===== src/rtl/sff_pkg.sv =====
// Shared types and constants for the segmented flash FIFO.
package sff_pkg;

	localparam int ORG_W = 12;
	localparam int LEN_W = 13;
	localparam int CNT_W = 16;
	localparam int ESEG_W = 3;
	localparam int EPOCH_W = 2;

	localparam logic [LEN_W-1:0] LEN_RESET = 13'd4096;

	typedef logic [1:0] status_t;
	localparam status_t ST_OK       = 2'd0;
	localparam status_t ST_NO_SPACE = 2'd1;
	localparam status_t ST_EMPTY    = 2'd2;
	localparam status_t ST_BAD_CFG  = 2'd3;

	localparam logic OP_PUSH = 1'b0;
	localparam logic OP_POP  = 1'b1;

	typedef logic cfg_idx_t;
	localparam cfg_idx_t CFG_ORIGIN = 1'b0;
	localparam cfg_idx_t CFG_LENGTH = 1'b1;

	// one store entry: byte plus the erase epoch of its segment at write time
	typedef struct packed {
		logic [EPOCH_W-1:0] stamp;
		logic [7:0]         data;
	} cell_t;

	typedef struct packed {
		status_t             status;
		logic                pop_ok;
		logic [EPOCH_W-1:0]  epoch;
		logic                erase_done;
		logic [ESEG_W-1:0]   erase_segment;
		logic [CNT_W-1:0]    call_bytes;
	} res_t;

endpackage


===== src/rtl/sff_ctrl.sv =====
// Region registers, pointers, free count, call counter and segment erase epochs.
module sff_ctrl #(
	parameter int STORE_BYTES   = 4096,
	parameter int SEGMENT_BYTES = 512
) (
	input  logic                             clk,
	input  logic                             arst_n,
	input  logic                             cfg_we,
	input  sff_pkg::cfg_idx_t                cfg_index,
	input  logic [sff_pkg::LEN_W-1:0]        cfg_data,
	input  logic                             step,
	input  logic                             op,
	input  logic [7:0]                       data_in,
	input  logic                             last_byte,
	output sff_pkg::res_t                    res,
	output logic                             mem_we,
	output logic [$clog2(STORE_BYTES)-1:0]   mem_waddr,
	output sff_pkg::cell_t                   mem_wdata,
	output logic                             mem_re,
	output logic [$clog2(STORE_BYTES)-1:0]   mem_raddr
);
	import sff_pkg::*;

	localparam int PW        = $clog2(STORE_BYTES);
	localparam int SEG_SHIFT = $clog2(SEGMENT_BYTES);
	localparam int NSEG      = (STORE_BYTES + SEGMENT_BYTES - 1) / SEGMENT_BYTES;
	localparam int SGW       = (NSEG > 1) ? $clog2(NSEG) : 1;
	localparam int CW        = (PW + 1 > ORG_W + 2) ? PW + 1 : ORG_W + 2;

	logic [ORG_W-1:0]   origin_q;
	logic [LEN_W-1:0]   length_q;
	logic [PW-1:0]      wp_q;
	logic [PW-1:0]      rp_q;
	logic [LEN_W-1:0]   free_q;
	logic [CNT_W-1:0]   cnt_q;
	logic [EPOCH_W-1:0] epoch_q [NSEG];

	logic [CW-1:0]      org_x;
	logic [PW-1:0]      org_p;
	logic [CW-1:0]      cfg_org_x;
	logic [CW-1:0]      region_end;
	logic               bad;
	logic [CW-1:0]      wp_x;
	logic [CW-1:0]      wp_inc;
	logic [PW-1:0]      wp_nx;
	logic [CW-1:0]      rp_x;
	logic [CW-1:0]      rp_inc;
	logic [PW-1:0]      rp_nx;
	logic [CW-1:0]      wseg;
	logic [CW-1:0]      rseg;
	logic [CW-1:0]      rseg_nx;
	logic [SGW-1:0]     wseg_i;
	logic [SGW-1:0]     rseg_i;
	logic               push_ok;
	logic               pop_ok;
	logic               push_erase;
	logic               pop_erase;
	logic [CNT_W-1:0]   cnt_inc;
	logic [EPOCH_W-1:0] wepoch;
	status_t            status;

	assign org_x      = CW'(origin_q);
	assign org_p      = org_x[PW-1:0];
	assign cfg_org_x  = CW'(cfg_data[ORG_W-1:0]);
	assign region_end = org_x + CW'(length_q);
	assign bad        = region_end > CW'(STORE_BYTES);

	assign wp_x   = CW'(wp_q);
	assign wp_inc = wp_x + CW'(1);
	assign wp_nx  = (wp_inc >= region_end) ? org_p : wp_inc[PW-1:0];
	assign rp_x   = CW'(rp_q);
	assign rp_inc = rp_x + CW'(1);
	assign rp_nx  = (rp_inc >= region_end) ? org_p : rp_inc[PW-1:0];

	assign wseg    = wp_x >> SEG_SHIFT;
	assign rseg    = rp_x >> SEG_SHIFT;
	assign rseg_nx = CW'(rp_nx) >> SEG_SHIFT;
	assign wseg_i  = wseg[SGW-1:0];
	assign rseg_i  = rseg[SGW-1:0];

	assign push_ok    = step && !bad && (op == OP_PUSH) && (free_q != '0);
	assign pop_ok     = step && !bad && (op == OP_POP) && (free_q < length_q);
	assign push_erase = push_ok && (wp_x[SEG_SHIFT-1:0] == '0);
	// the read pointer crossed a segment boundary (or wrapped into another one)
	assign pop_erase  = pop_ok && (rseg_nx != rseg);

	assign cnt_inc = ((push_ok || pop_ok) && (cnt_q != '1)) ? cnt_q + CNT_W'(1) : cnt_q;

	always_comb begin
		if (bad) begin
			status = ST_BAD_CFG;
		end else if (op == OP_PUSH) begin
			status = (free_q == '0) ? ST_NO_SPACE : ST_OK;
		end else begin
			status = (free_q >= length_q) ? ST_EMPTY : ST_OK;
		end
	end

	always_comb begin
		res.status        = status;
		res.pop_ok        = pop_ok;
		res.epoch         = epoch_q[rseg_i];
		res.erase_done    = push_erase || pop_erase;
		res.erase_segment = push_erase ? wseg[ESEG_W-1:0] :
			(pop_erase ? rseg[ESEG_W-1:0] : '0);
		res.call_bytes    = cnt_inc;
	end

	// a byte written right after its segment's erase carries the new epoch
	assign wepoch = push_erase ? epoch_q[wseg_i] + EPOCH_W'(1) : epoch_q[wseg_i];

	assign mem_we          = push_ok;
	assign mem_waddr       = wp_q;
	assign mem_wdata.stamp = wepoch;
	assign mem_wdata.data  = data_in;
	assign mem_re          = pop_ok;
	assign mem_raddr       = rp_q;

	always_ff @(posedge clk or negedge arst_n) begin
		if (!arst_n) begin
			origin_q <= '0;
			length_q <= LEN_RESET;
			wp_q     <= '0;
			rp_q     <= '0;
			free_q   <= LEN_RESET;
		end else if (cfg_we) begin
			case (cfg_index)
				CFG_ORIGIN: begin
					origin_q <= cfg_data[ORG_W-1:0];
					wp_q     <= cfg_org_x[PW-1:0];
					rp_q     <= cfg_org_x[PW-1:0];
					free_q   <= length_q;
				end
				CFG_LENGTH: begin
					length_q <= cfg_data;
					wp_q     <= org_p;
					rp_q     <= org_p;
					free_q   <= cfg_data;
				end
				default: begin
					origin_q <= origin_q;
				end
			endcase
		end else begin
			if (push_ok) begin
				wp_q   <= wp_nx;
				free_q <= free_q - LEN_W'(1);
			end
			if (pop_ok) begin
				rp_q   <= rp_nx;
				free_q <= free_q + LEN_W'(1);
			end
		end
	end

	always_ff @(posedge clk or negedge arst_n) begin
		if (!arst_n) begin
			cnt_q <= '0;
		end else if (step) begin
			cnt_q <= last_byte ? '0 : cnt_inc;
		end
	end

	always_ff @(posedge clk or negedge arst_n) begin
		if (!arst_n) begin
			for (int i = 0; i < NSEG; i++) begin
				epoch_q[i] <= '0;
			end
		end else begin
			for (int i = 0; i < NSEG; i++) begin
				if ((push_erase && wseg_i == SGW'(i)) || (pop_erase && rseg_i == SGW'(i))) begin
					epoch_q[i] <= epoch_q[i] + EPOCH_W'(1);
				end
			end
		end
	end

	a_free_bounded: assert property (@(posedge clk) disable iff (!arst_n)
		free_q <= length_q)
		else $error("free count above region length");

	a_cfg_restart: assert property (@(posedge clk) disable iff (!arst_n)
		cfg_we |=> (wp_q == rp_q) && (free_q == length_q))
		else $error("pointers not restarted after register write");

	a_bad_holds: assert property (@(posedge clk) disable iff (!arst_n)
		(step && bad && !cfg_we) |=> $stable(wp_q) && $stable(rp_q) && $stable(free_q))
		else $error("state moved under bad region");

	a_wp_in_region: assert property (@(posedge clk) disable iff (!arst_n)
		(!bad && length_q != '0) |-> (wp_x >= org_x) && (wp_x < region_end))
		else $error("write pointer outside region");

endmodule


===== config.mk =====
export PLATFORM = sky130hd
export DESIGN_NAME = sff_ctrl
export DESIGN_NICKNAME = d
export VERILOG_FILES = /design/src/rtl/sff_pkg.sv /design/src/rtl/sff_ctrl.sv
export SDC_FILE = /design/constraint.sdc
export NUM_CORES = 1
export LEC_CHECK = 0
export BUFFER_PORTS_ARGS = -buffer_cell sky130_fd_sc_hd__buf_2
export CORE_UTILIZATION = 50
export DETAILED_ROUTE_END_ITERATION = 6
export GPL_ROUTABILITY_DRIVEN = 0
export PLACE_DENSITY_LB_ADDON = 0.1
export SYNTH_ARGS = -nofsm -noshare
export SYNTH_HDL_FRONTEND = slang
export SYNTH_SLANG_ARGS = --single-unit

===== constraint.sdc =====
create_clock -name clk -period 6.66 [get_ports clk]
set_input_delay 1.998 -clock clk [delete_from_list [all_inputs] [get_ports clk]]
set_output_delay 1.998 -clock clk [all_outputs]
set_load 0.01 [all_outputs]

## Yosys cells after proc, flatten, opt, wreduce, memory -nomap -nowiden

Index checks and enable logic that the tools add are counted.

| word-level totals | value |
|---|---|
| register bits after elaboration | 94 |
| bits in latches | 0 |
| memory bits (writable) | 0 |
| ROM bits | 0 |
| input bits | 28 |
| memories | 0 |

| cells by class | value |
|---|---|
| add/subtract/negate cells | 15 |
| multiply operators | 0 |
| div/mod/pow operators | 0 |
| magnitude comparators | 7 |
| equality and inequality tests | 16 |
| shift operators | 0 |
| multiplexer cells | 26 |
| bitwise operators | 4 |
| reductions and logical operators | 45 |

Operators by type and width:

| cell | number |
|---|---|
| $mux 12 | 6 |
| $mux 13 | 3 |
| $mux 16 | 2 |
| $ge 13x14->1 | 2 |
| $add 12x1->13 const B | 2 |
| $pmux 13 s2 | 1 |
| $eq 3x3->1 const B | 8 |
| $logic_and 1x1->1 | 24 |
| $pmux 12 s2 | 1 |
| $add 2x1->2 const B | 9 |
| $add 16x1->16 const B | 1 |
| $mux 2 | 8 |
| $ne 16x16->1 const B | 1 |
| $add 12x13->14 | 1 |
| $gt 14x13->1 const B | 1 |
| $add 13x1->13 const B | 1 |
| $ge 13x13->1 | 1 |
| $logic_not 13->1 | 1 |
| $lt 13x13->1 | 1 |
| $reduce_bool 13->1 | 1 |
| $sub 13x1->13 const B | 1 |
| $bmux 2 s3 | 2 |
| $eq 3x2->1 const B | 4 |
| $logic_or 1x1->1 | 10 |
| 13 further kinds | 21 |

## Depth between registers and ports, before layout

| depth | value |
|---|---|
| depth after elaboration | 10 |
| gate-level depth with buffers | 20 |

## Worst setup path before layout

Ideal clock, no wire load.

| timing path | value |
|---|---|
| kind | register -> output |
| start point | register length_q[0] |
| end point | output port res[16] (netlist name) |
| arrival | 3.810 ns |
| setup slack | 0.852 ns |
| stages on the path, launching flop included | 16 |
| path buffers | 0 |
| cell sequence | dfrtp_1 > ha_1 > fa_1 > a211o_1 > a21boi_1 > nor3_1 > or2_2 > ha_1 > nand2_1 > a2bb2oi_1 > a21oi_1 > a2111oi_2 > nor3_2 > mux2_4 > nor3_1 > a22o_1 |

RTL lines:

| what | line | text |
|---|---|---|
| start, declared | sff_ctrl.sv:31 | `logic [LEN_W-1:0] length_q;` |
| start signal, assigned | sff_ctrl.sv:135 | `length_q <= cfg_data;` |
| end, declared | sff_ctrl.sv:15 | `output sff_pkg::res_t res,` |

==> results.md <==
* CTS tree: yes
* Critical Path RT at approximately 4700 ps
* R2R Path Start: length_q[0]$_DFFE_PN0P_
* Fraction of layout cells with a size suffix above 1 at 0.196
* RSZ-0062 raised after global routing: no
* Vias per cell at about 6
* TritonCTS Buffers at 9
* Final core occ at 0.555
* Initial antenna violation count at 0
* CP Capture Point: res[16]
* CP max FO at 8
* Final period utilization at 0.943
* Initial DRT Pass Iterations at 5
* Largest stage delay, worst path at about 440 ps
* Hold Fails Final Rpt at 0
* Worst VDD drop at roughly 150 µV
* Startpoint Class: flop
* # Post-CTS Setup Buffers at 0
* Leakage at between 4 and 5 nW
* Gr usage total at 0.267
* DR iter-0 viols at ~500
* Die W at around 130 µm
* Cells after Synth at about 920
* Ys async rst share at 1.00
* DRC Markers at 0
* Site Rows at 47
* Post-CTS Hold Fix Bufs at 0
* Worst-Margin Slew at between 800 and 900 ps
* Clock latency at the later pin of the worst-skew pair at between 300 and 400 ps
* Htree depth at 3
* DIE AREA at 17400 µm²
* Largest net degree at the start of global routing at 52
* Detailed placer's ending HPWL at between 15 and 20 mm
* Leading register cell type out of synthesis: dfrtp_1
* Post-DR wirelength/cell at around 19 µm
* Post-synth EDFFs at 0
* Final setup fails at 0
* Nets at between 1000 and 1500
* Unique masters post-synth at 90
* Fin crit period at 6280 ps
* Slew headroom at 0.434
* Crit path DAT at about 4300 ps
* Clock Skews at ~6.9 ps
* Fin. max-slew vios at 0
* Max frequency at 159 MHz
* Filler cells at about 1500
* Clk buf depth at 2
* Area Growth Syn to Fin at 8.66%
* Netlist Area Pre-Place at 8440 µm²
* Yosys Warn Count at 0
* First-pass GRT wire length at between 30 and 40 mm
* CP Launch Point: length_q[0]$_DFFE_PN0P_
* Grt total ovfl at 0
* I/O Buffers at between 70 and 80
* Initial Util at 0.511
* Post-Syn Nets at between 1000 and 1500
* Clock transition at path regs at 70 ps
* Synthesized area per cell at around 9.2 µm²
* IO Pins at between 80 and 90
* Final WL at 22.2 mm
* Placeable Area at approximately 17000 µm²
* Synth Register Bits at 94
* PwrDens at 321 nW/µm²
* CTS sink cnt at 94
* Antenna Violating Nets Remaining at 0
* Worst Hold Margin at 493 ps
* CP max stage cell: fa_1
* R2R depth at 19
* Design Power at approximately 2.9 mW
* CP Class: reg2out
* Max-Cap Viols at 0
* Reg2Reg Capture Point: free_q[12]$_DFFE_PN1P_
* Number of global-route vias before repair at about 7000
* CTS Root Cell: clkbuf_16
* Sequential area share after synthesis at 0.279
* Flop2flop setup slack at approximately 1200 ps
* N_diodes at 0
* Setup TNS at 0 ps
* CP cell instances: ha_1, fa_1, a211o_1, a21boi_1, nor3_1, o21a_1, nor2_1, xnor2_1, ha_1, nand4_1, nor2_1, a2111oi_2, nor3_2, mux2_4, nor3_4, a22o_1, buf_2
* HP Class: reg2reg
* DR vias at between 7000 and 8000
* Status: finished, final reports clean
* Die H at 132 µm
* Critical Path End Type: output port
==> registers in the layout, summed over array words and instances, names as in the netlist <==
register   count
length_q      13
mem_raddr     12
org_p         12
cnt_q         16
free_q        13
mem_waddr     12
epoch_q       16
==> metrics by stage <==
step,area (µm²),setup WS (ps),cells
finish,9170,382,1188
detailed placement,8860,424,1172
CTS,9160,42.1,1188
global placement,8860,556,1172
global route,9170,37.2,1188
floorplan,8440,852,921
==> routing by layer <==
metal | up-vias | wire (µm) | global-route usage | part of all wire
met5 | - | 0 | 0 | 0
met4 | 0 | 412 | 0.0807 | 0.019
met3 | 32 | 1130 | 0.0404 | 0.051
met2 | 201 | 9990 | 0.416 | 0.45
met1 | 3439 | 10600 | 0.382 | 0.48
li1 | 3486 | - | - | -
==> logic make-up after synthesis <==
| kind of cell | synth area share |
|---|---|
| fa+ha+maj | 0.103 |
| flops | 0.279 |
| mux | 0.118 |
| simple gates | 0.167 |
| buf+inv | 0.0516 |
| compound gates | 0.207 |
| xor+xnor | 0.0747 |
==> placed cells by master (no fill, tap or decap), types with 10 or more instances in the layout <==
cell      synthesis  layout
buf_2             5      71
inv_1            37      37
a21oi_1          47      47
a21o_1           10      10
dfrtp_1          92      92
mux2i_1          28      28
o21ai_0          38      38
nor2_1           42      42
nand2b_1         13      13
xnor2_1          49      49
and3_1           13      13
o211a_1          11      11
nor3_1           17      16
buf_4            11      10
xor2_1           23      23
nand4_1          10      10
nand2_1          92      92
ha_1             66      66
nand3_1          33      33
mux2_2           44      44
o21ai_1          31      31
==> worst min path at each step <==
stage	start	end	slack, ps	cells after the start
CTS	epoch_q[15]$_DFFE_PN0P_	epoch_q[15]$_DFFE_PN0P_	500	1
floorplan	epoch_q[1]$_DFFE_PN0P_	epoch_q[1]$_DFFE_PN0P_	450	1
global placement	epoch_q[11]$_DFFE_PN0P_	epoch_q[11]$_DFFE_PN0P_	480	1
finish	epoch_q[15]$_DFFE_PN0P_	epoch_q[15]$_DFFE_PN0P_	490	1
global route	epoch_q[9]$_DFFE_PN0P_	epoch_q[9]$_DFFE_PN0P_	520	1
detailed placement	epoch_q[13]$_DFFE_PN0P_	epoch_q[13]$_DFFE_PN0P_	480	1
==> area by class of cell <==
type	count	area, µm²	share of cell area
Tap cell	220	275	0.0300
Sequential cell	94	2350	0.257
Multi-Input combinational cell	736	5660	0.617
Inverter	41	154	0.0168
Clock buffer	12	267	0.0291
Clock inverter	4	28.8	0.00314
Timing Repair Buffer	81	430	0.0469
==> synth_stat cells, types with 5 or more instances <==
cell       count  share of area
a2111oi_2      7          0.012
a21o_1        10         0.0089
a21oi_1       47          0.028
a22o_1         6         0.0062
a31oi_1        5         0.0037
and3_1        13         0.0096
buf_2          5         0.0030
buf_4         11         0.0098
clkbuf_1      25          0.011
dfrtp_1       92           0.27
ha_1          66          0.098
inv_1         37          0.016
mux2_2        44          0.059
mux2i_1       28          0.033
mux4_2         8          0.021
nand2_1       92          0.041
nand2b_1      13         0.0096
nand3_1       33          0.020
nand4_1       10         0.0074
nor2_1        42          0.019
nor2b_1        9         0.0067
nor3_1        17          0.010
nor4_1         6         0.0044
o211a_1       11          0.013
o211ai_1       7         0.0062
o21a_1         7         0.0062
o21ai_0       38          0.023
o21ai_1       31          0.018
o31ai_1        9         0.0080
or2_2          7         0.0052
xnor2_1       49          0.051
xor2_1        23          0.024
==> report_power, final <==
group,leakage [nW],total [mW],switching (mW),internal [mW]
combinational,2.83,1.54,0.840,0.703
clock,0.141,0.518,0.234,0.285
sequential,1.17,0.886,0.206,0.680
total,4.14,2.95,1.28,1.67
==> repair_timing <==
action / CTS / global route
setup endpoints to repair: 0 / 3
resized for setup: 0 / 2
hold endpoints to repair: 0 / 0
==> worst max-delay path, delay by kind of cell (launching register included) <==
family                     cells  cell delay [ps]
muxes                          1              370
and+or+nand+nor                6              660
buffers and inverters          1              120
AOI/OAI and AO/OA              5             1230
adders and majority gates      3              960
DFF                            1              420
xor gates and xnor gates       1              160
Power figures use the tool's default switching activity.
